==> config.mk <==
export PLATFORM = sky130hd
export DESIGN_NAME = nbg_arith
export DESIGN_NICKNAME = d
export VERILOG_FILES = /design/src/hdl/nbg_pkg.sv /design/src/hdl/nbg_arith.sv
export SDC_FILE = /design/constraint.sdc
export NUM_CORES = 2
export LEC_CHECK = 0
export ABC_AREA = 0
export BUFFER_PORTS_ARGS = -buffer_cell sky130_fd_sc_hd__buf_4
export CORE_MARGIN = 2
export CORE_UTILIZATION = 69
export CTS_CLUSTER_SIZE = 28
export DETAILED_ROUTE_END_ITERATION = 6
export PLACE_DENSITY = 0.89
export SETUP_SLACK_MARGIN = 0.05
export SYNTH_ARGS = -nofsm -noshare
export SYNTH_HDL_FRONTEND = slang
export SYNTH_SLANG_ARGS = --single-unit
==> constraint.sdc <==
create_clock -name clk -period 38.6 [get_ports clk]
set_clock_uncertainty 0.05 [all_clocks]
set_input_delay 7.72 -clock clk [delete_from_list [all_inputs] [get_ports clk]]
set_output_delay 7.72 -clock clk [all_outputs]
set_load 0.03 [all_outputs]
==> src/hdl/nbg_pkg.sv <==
// ----------------------------------------------------------------------------
// nbg_pkg
// Shared constants, types and state codes for the N-body gravity step block.
// ----------------------------------------------------------------------------
`timescale 1ns / 1ps

package nbg_pkg;

    localparam int MAX_BODIES = 16;
    localparam int IDX_W      = $clog2(MAX_BODIES);
    localparam int CNT_W      = $clog2(MAX_BODIES + 1);

    localparam int MASS_W = 48;
    localparam int WORD_W = 32;
    localparam int SLOT_W = 4;
    localparam int NBR_W  = 4;
    localparam int ACC_W  = 40;
    localparam int OPND_W = 33;
    localparam int PROD_W = 66;
    localparam int NUM_W  = 96;
    localparam int DEN_W  = 100;
    localparam int QUO_W  = 34;
    localparam int DIV_SH = 34;
    localparam int DSH_W  = DEN_W + DIV_SH;

    localparam logic [WORD_W-1:0] TIME_STEP_RST  = 32'd85899346;
    localparam logic [WORD_W-1:0] GRAV_CONST_RST = 32'd1231106200;
    localparam logic [NBR_W-1:0]  MAX_NBR_RST    = 4'd15;

    localparam logic [1:0] REG_TIME_STEP  = 2'd0;
    localparam logic [1:0] REG_GRAV_CONST = 2'd1;
    localparam logic [1:0] REG_MAX_NBR    = 2'd2;

    localparam logic MODE_ADD  = 1'b0;
    localparam logic MODE_TICK = 1'b1;

    typedef logic [2:0][WORD_W-1:0] vec3_t;

    typedef struct packed {
        logic [MASS_W-1:0] mass;
        vec3_t             pos;
        vec3_t             vel;
        logic [WORD_W-1:0] rate;
        logic [WORD_W-1:0] spin;
    } body_t;

    typedef enum logic [1:0] {
        OP_MUL,
        OP_SQRT,
        OP_DIV
    } arith_op_t;

    typedef struct packed {
        logic      start;
        arith_op_t op;
    } arith_ctl_t;

    typedef enum logic [5:0] {
        S_IDLE, S_FIND_RD, S_FIND_CHK, S_SHIFT, S_SHIFT_WR, S_INS,
        S_TICK_A, S_TICK_A_RES, S_BODY_RD, S_BODY_LD, S_MOVE, S_MOVE_RES,
        S_NBR, S_PAIR, S_SQ, S_SQ_RES, S_CH, S_CH_RES, S_CL, S_CL_RES,
        S_ROOT, S_DL, S_DL_RES, S_DH, S_DH_RES, S_NL, S_NL_RES, S_NH,
        S_NH_RES, S_DIV, S_DIV_RES, S_FIN, S_WAIT
    } state_t;

endpackage

==> src/hdl/nbg_arith.sv <==
// ----------------------------------------------------------------------------
// nbg_arith
// Shared arithmetic unit: registered 33x33 multiply, bit-serial square root
// and bit-serial capped division.
// ----------------------------------------------------------------------------
`timescale 1ns / 1ps

module nbg_arith
(
    input  logic                               clk,
    input  logic                               rst_n,
    input  nbg_pkg::arith_ctl_t                ctl,
    input  logic signed [nbg_pkg::OPND_W-1:0]  mul_a,
    input  logic signed [nbg_pkg::OPND_W-1:0]  mul_b,
    input  logic [63:0]                        sqrt_x,
    input  logic [nbg_pkg::NUM_W-1:0]          div_num,
    input  logic [nbg_pkg::DEN_W-1:0]          div_den,
    output logic                               done,
    output logic [nbg_pkg::PROD_W-1:0]         prod,
    output logic [31:0]                        root,
    output logic [nbg_pkg::QUO_W-1:0]          quo
);

    localparam logic [nbg_pkg::QUO_W-1:0] QUO_CAP = nbg_pkg::QUO_W'(64'h2_0000_0000);
    localparam logic [5:0] DIV_FIRST = 6'(nbg_pkg::DIV_SH);

    logic                        busy_reg, busy_next;
    logic                        done_reg, done_next;
    nbg_pkg::arith_op_t          op_reg, op_next;
    logic [nbg_pkg::PROD_W-1:0]  prod_reg, prod_next;
    logic [63:0]                 x_reg, x_next;
    logic [63:0]                 res_reg, res_next;
    logic [63:0]                 bit_reg, bit_next;
    logic [nbg_pkg::NUM_W-1:0]   rem_reg, rem_next;
    logic [nbg_pkg::DSH_W-1:0]   dsh_reg, dsh_next;
    logic [nbg_pkg::QUO_W-1:0]   q_reg, q_next;
    logic [5:0]                  cnt_reg, cnt_next;
    logic                        cap_reg, cap_next;

    logic signed [nbg_pkg::PROD_W-1:0] prod_calc;
    logic [63:0]                 trial;
    logic                        ge;

    assign prod_calc = mul_a * mul_b;
    assign trial     = res_reg + bit_reg;
    assign ge        = nbg_pkg::DSH_W'(rem_reg) >= dsh_reg;

    always_comb
    begin
        busy_next = busy_reg;
        done_next = 1'b0;
        op_next   = op_reg;
        prod_next = prod_reg;
        x_next    = x_reg;
        res_next  = res_reg;
        bit_next  = bit_reg;
        rem_next  = rem_reg;
        dsh_next  = dsh_reg;
        q_next    = q_reg;
        cnt_next  = cnt_reg;
        cap_next  = cap_reg;
        if (ctl.start)
        begin
            op_next = ctl.op;
            unique case (ctl.op)
                nbg_pkg::OP_MUL:
                begin
                    prod_next = prod_calc;
                    done_next = 1'b1;
                end
                nbg_pkg::OP_SQRT:
                begin
                    x_next    = sqrt_x;
                    res_next  = '0;
                    bit_next  = 64'h4000_0000_0000_0000;
                    busy_next = 1'b1;
                end
                nbg_pkg::OP_DIV:
                begin
                    rem_next  = div_num;
                    dsh_next  = {div_den, {nbg_pkg::DIV_SH{1'b0}}};
                    q_next    = '0;
                    cnt_next  = DIV_FIRST;
                    cap_next  = 1'b0;
                    busy_next = 1'b1;
                end
                default:
                begin
                    done_next = 1'b1;
                end
            endcase
        end
        else if (busy_reg)
        begin
            unique case (op_reg)
                nbg_pkg::OP_SQRT:
                begin
                    if (x_reg >= trial)
                    begin
                        x_next   = x_reg - trial;
                        res_next = (res_reg >> 1) + bit_reg;
                    end
                    else
                    begin
                        res_next = res_reg >> 1;
                    end
                    bit_next = bit_reg >> 2;
                    if (bit_reg == 64'd1)
                    begin
                        busy_next = 1'b0;
                        done_next = 1'b1;
                    end
                end
                nbg_pkg::OP_DIV:
                begin
                    dsh_next = dsh_reg >> 1;
                    cnt_next = cnt_reg - 6'd1;
                    if (cnt_reg == DIV_FIRST)
                    begin
                        // A quotient at or above two to the 34th is capped at once.
                        if (ge)
                        begin
                            cap_next  = 1'b1;
                            busy_next = 1'b0;
                            done_next = 1'b1;
                        end
                    end
                    else
                    begin
                        if (ge)
                        begin
                            rem_next = rem_reg - dsh_reg[nbg_pkg::NUM_W-1:0];
                        end
                        q_next = {q_reg[nbg_pkg::QUO_W-2:0], ge};
                        if (cnt_reg == 6'd0)
                        begin
                            busy_next = 1'b0;
                            done_next = 1'b1;
                        end
                    end
                end
                default:
                begin
                    busy_next = 1'b0;
                end
            endcase
        end
    end

    always_ff @(posedge clk or negedge rst_n)
    begin
        if (!rst_n)
        begin
            busy_reg <= 1'b0;
            done_reg <= 1'b0;
            op_reg   <= nbg_pkg::OP_MUL;
        end
        else
        begin
            busy_reg <= busy_next;
            done_reg <= done_next;
            op_reg   <= op_next;
        end
    end

    always_ff @(posedge clk)
    begin
        prod_reg <= prod_next;
        x_reg    <= x_next;
        res_reg  <= res_next;
        bit_reg  <= bit_next;
        rem_reg  <= rem_next;
        dsh_reg  <= dsh_next;
        q_reg    <= q_next;
        cnt_reg  <= cnt_next;
        cap_reg  <= cap_next;
    end

    assign done = done_reg;
    assign prod = prod_reg;
    assign root = res_reg[31:0];
    assign quo  = (cap_reg || (q_reg > QUO_CAP)) ? QUO_CAP : q_reg;

endmodule

Word-level counts from Yosys, hierarchy flattened
Index checks and enable logic that the tools add are counted.
{"block": "word_totals", "regBits": 533, "output_inout_bits": 133, "word_cells": 104}
{"block": "classes", "addsub": 5, "n_mul": 1, "magnitude_cmp": 3, "n_eq_ne": 10, "n_mux": 56, "reduce_logical": 17}
{"operator": "$mux 64", "n": 14}
{"operator": "$mux 96", "n": 6}
{"operator": "$mux 134", "n": 4}
{"operator": "$mux 34", "n": 6}
{"operator": "$ge 96x134->1", "n": 1}
{"operator": "$sub 96x96->96", "n": 1}
{"operator": "$mul 33x33->66", "n": 1}
{"operator": "$add 63x64->64", "n": 1}
{"operator": "$add 64x64->64", "n": 1}
{"operator": "$eq 64x1->1 const B", "n": 1}
{"operator": "$ge 64x64->1", "n": 1}
{"operator": "$sub 64x64->64", "n": 1}
{"operator": "$gt 34x34->1 const B", "n": 1}
{"operator": "$mux 6", "n": 4}
{"operator": "$mux 1", "n": 20}
{"operator": "$reduce_bool 2->1", "n": 6}
{"operator": "$reduce_and 5->1", "n": 2}
{"operator": "$reduce_and 4->1", "n": 2}
{"operator": "$eq 6x6->1 const B", "n": 1}
{"operator": "$logic_not 6->1", "n": 1}
{"operator": "$reduce_and 3->1", "n": 2}
{"operator": "$sub 6x1->6 const B", "n": 1}
{"operator": "$eq 2x1->1 const B", "n": 2}
{"operator": "$eq 2x2->1 const B", "n": 2}
{"operator": "other kinds (7)", "n": 10}

Longest topological paths before layout
{"block": "depth", "depth_word": 6, "ltp_mapped": 30, "ltp_nobuf": 29}

Worst setup path after synthesis
No wires, ideal clock.
{"block": "synth_path", "path_kind": "in2reg", "start": "in ctl[2] (netlist name)", "end": "reg rem_reg[0] (netlist name) (enable)", "setup_ns": 0.697, "arrival_time_ns": 26.273, "required_time_ns": 37.853, "path_slack_ns": 11.580, "stages": 4, "path_buffers": 1, "cell_sequence": "clkbuf_1 o21ai_0 o21a_1 a21boi_0"}
{"block": "synth_between", "elab_chain_len": 2}
{"element": "from (decl)", "line": "nbg_arith.sv:12", "text": "input nbg_pkg::arith_ctl_t ctl,"}
{"element": "$ne 2x1->1 (no line) (tied with other cells)"}
{"element": "$reduce_and 5->1 (no line) *"}
{"element": "to (signal assigned)", "line": "nbg_arith.sv:172", "text": "rem_reg <= rem_next;"}
{"element": "to (decl)", "line": "nbg_arith.sv:34", "text": "logic [nbg_pkg::NUM_W-1:0] rem_reg, rem_next;"}
Every way passes the cells marked *; elsewhere a longest branch is shown, timed or not.
A chain may end at the register's enable or synchronous reset.

Final worst setup path
{"block": "layout_path", "start": "in mul_b[5] (netlist name)", "end": "reg prod_reg (netlist bit prod[64]) (data pin)"}
{"block": "layout_between", "elab_chain_len": 1}
{"element": "from (decl)", "line": "nbg_arith.sv:14", "text": "input logic signed [nbg_pkg::OPND_W-1:0] mul_b,"}
{"element": "$mul 33x33->66", "line": "nbg_arith.sv:44", "text": "assign prod_calc = mul_a * mul_b;"}
{"element": "named net prod_calc, one bit", "line": "nbg_arith.sv:40", "text": "logic signed [nbg_pkg::PROD_W-1:0] prod_calc;"}
{"element": "to (signal assigned)", "line": "nbg_arith.sv:168", "text": "prod_reg <= prod_next;"}
{"element": "to (decl)", "line": "nbg_arith.sv:30", "text": "logic [nbg_pkg::PROD_W-1:0] prod_reg, prod_next;"}
The timed path passes the listed nets, and every way through them passes these cells.

==> results.ini <==
[status]
outcome = complete, no violations

[routing]
remaining_drc_errors = 0
avgViaCountPerCell = 6.149
vias = 57530
antenna_left = 0
routed_wirelength_um = 196500
post_drt_wl_per_cell_um = 21.01
dr.pass1.iters = 6
drtIter0Drc = 5844

[synthesis]
yosys_warnings = 0
ys_seq_area_frac = 0.2067
ys.flop_type = edfxtp_1
postSynthAreaPerCell_um2 = 9.355
synthTopCellsByArea = fa_1 (32%), edfxtp_1 (21%), ha_1 (7.7%), inv_1 (6.5%), and2_1 (5.2%)
synth_edf_count = 497
synth_cells = 7769
synth_top_area_frac = 0.3159
post_synth_instance_area_um2 = 72680
syn_nets = 9697
synth_cell_type_count = 86
ys_seq_elements = 501
synthArstFlopShare = 0.007984
yosys.area.top_type = fa_1

[floorplanning]
die_area_um2 = 107900
fp.dieW_um = 328.6
rows = 119
dieHeight_um = 328.6
core_um2 = 104800
start_util = 0.6934
ios = 464

[clock_tree]
cts-root-buf = clkbuf_16
clockBufferDepth = 3
cts_max_level = 2
cts_tree = built
hold_buffers = 0
clock_latency_ns = 0.70
cts.sinks = 501
cts_resized = 0
cts_setup_buffers = 0
path_clk_slew_ns = 0.06
numCtsBuffers = 57

[critical_path]
crit_top_cell = fa_1
reg2reg_slack_ns = 30.22
cp_top_family = adder cells
crit_slowest_cell = a31oi_1
setup.worst_path.end_class = flop
worstPathRequired_ns = 38.97
path_max_fanout = 33
critical_path_class = primary input to flop
cp_num_buf_inv = 7
startpoint_type = primary input
crit_arrival_ns = 16.51
critPathMaxStageDelay_ns = 0.65

[sta]
slew_viol_final = 0
hold_viol_final = 0
tns_ns = 0
fmax_ghz = 0.06196
slew_headroom = 0.2200
grt_setup_unrepaired = false
min_period_ns = 16.14
worstMarginPinSlew_ns = 1.170
min_period_over_period = 0.4181
finalSetupViolCount = 0
whs_ns = 0.4905

[placement]
placed_area_um2 = 76420
dp_hpwl_um = 151200
io_buffers = 463
place_congestion = 0.9688

[global_route]
grt_pass1_wl_um = 314900
grt-ovfl-total = 0
antenna_found_initial = 23
grt_pass1_vias = 60150
grt_max_degree = 217
grt_use_total = 0.3699

[finish]
drive_gt1_frac = 0.08280
final_nets = 9827
area_delta_synth_final_pct = 7.831
largest_reg_flops = 134
final_area_um2 = 78370

[min_path]
min_path_type = flop to flop

[flow_run]
drv_cap = 0

[kinds of logic after synthesis]
kind of cell / after synthesis / share of synthesized area
compound gates: 1232 / 0.1044
simple gates: 2391 / 0.1605
mux: 45 / 0.006938
buf+inv: 1674 / 0.08838
flops: 501 / 0.2067
xor+xnor: 329 / 0.03965
fa+ha+maj: 1597 / 0.3934
[layout make-up]
| cell class | instances | area, um^2 |
|---|---|---|
| multi-input combinational | 5594 | 51280 |
| fill | 7066 | 26450 |
| sequential | 501 | 15020 |
| inverter | 1264 | 4745 |
| timing repair buffer | 481 | 3631 |
| tap | 1391 | 1740 |
| clock buffer | 69 | 1501 |
| clock inverter | 38 | 407.9 |
| antenna | 17 | 42.54 |
[synthesized netlist by cell type, types with 126 or more instances]
cell type	instances
nand2_1	981
fa_1	1147
xnor2_1	179
clkbuf_1	361
ha_1	450
xor2_1	150
edfxtp_1	497
nor2_1	309
and2_1	606
a21oi_1	272
o21ai_0	414
inv_1	1263
a21o_1	126
[layout by cell type (no fill, tap or decap), types with 27 or more instances in the layout]
cell type / netlist / layout
mux2_2: 43 / 43
nor3_1: 64 / 64
nor4_1: 34 / 34
nand2b_1: 34 / 34
and2_1: 606 / 605
o21ai_0: 414 / 411
and3_1: 35 / 35
o31ai_1: 30 / 30
edfxtp_1: 497 / 497
a211oi_1: 47 / 47
a21oi_1: 272 / 272
nand3_1: 60 / 60
clkbuf_16: 0 / 57
inv_1: 1263 / 1263
o211ai_1: 27 / 27
nand2_1: 981 / 981
a21o_1: 126 / 126
fa_1: 1147 / 1147
ha_1: 450 / 450
nor2_1: 309 / 309
buf_4: 33 / 479
a31oi_1: 83 / 83
nand4_1: 89 / 89
xor2_1: 150 / 150
o21bai_1: 67 / 67
o21a_1: 34 / 34
nor2b_1: 108 / 108
xnor2_1: 179 / 179
[path summary, 6_finish.rpt]
| check | startpoint | end | depth (start not counted) |
|---|---|---|---|
| setup / recovery | mul_b[5] | prod[64] | 27 |
| hold / removal | dsh_reg[25] | dsh_reg[24] | 2 |
| setup reg to reg | res_reg[6] | res_reg[16] | 22 |
| hold reg to reg | dsh_reg[25] | dsh_reg[24] | 2 |
| max in group asynchronous | rst_n | done | 1 |
| min in group asynchronous | rst_n | busy_reg | 1 |
[stage by stage]
stage	setup slack (ns)	instances	utilization
floorplan	11.58	7769	-
global placement	22.08	9231	0.7291
detailed placement	21.92	9231	0.7291
CTS	22.61	9338	0.7473
global route	22.09	9349	0.7475
finish	22.46	9355	0.7477
[worst reg2reg max path, cell delays in order, from the launching register on]
cell	delay (ns)
edfxtp_1	0.54
ha_1	0.40
nand4_1	0.15
or3_1	0.45
a211oi_1	0.43
o21bai_1	0.30
o31ai_1	0.55
a31oi_1	0.22
o21bai_1	0.26
a31o_2	0.22
a21oi_1	0.09
xnor2_1	0.14
ha_1	0.42
nand3_1	0.13
nor2_1	0.31
nand4_1	0.16
nor3_1	0.31
nand4_1	0.23
or4_1	0.66
a31oi_4	0.71
or2_2	1.02
nor2_1	0.09
a211oi_1	0.32
[layer usage]
| layer | wire [um] | share of wire | up-vias | track usage |
|---|---|---|---|---|
| li1 | - | - | 25240 | - |
| met1 | 72520 | 0.37 | 28340 | 0.4801 |
| met2 | 92100 | 0.47 | 3203 | 0.5871 |
| met3 | 20010 | 0.10 | 729 | 0.08062 |
| met4 | 11740 | 0.060 | 22 | 0.1946 |
| met5 | 138 | 0.00070 | - | 0 |
Power is not shown: default switching activity piles up to over one toggle a cycle in this logic, so the estimate is an artifact.
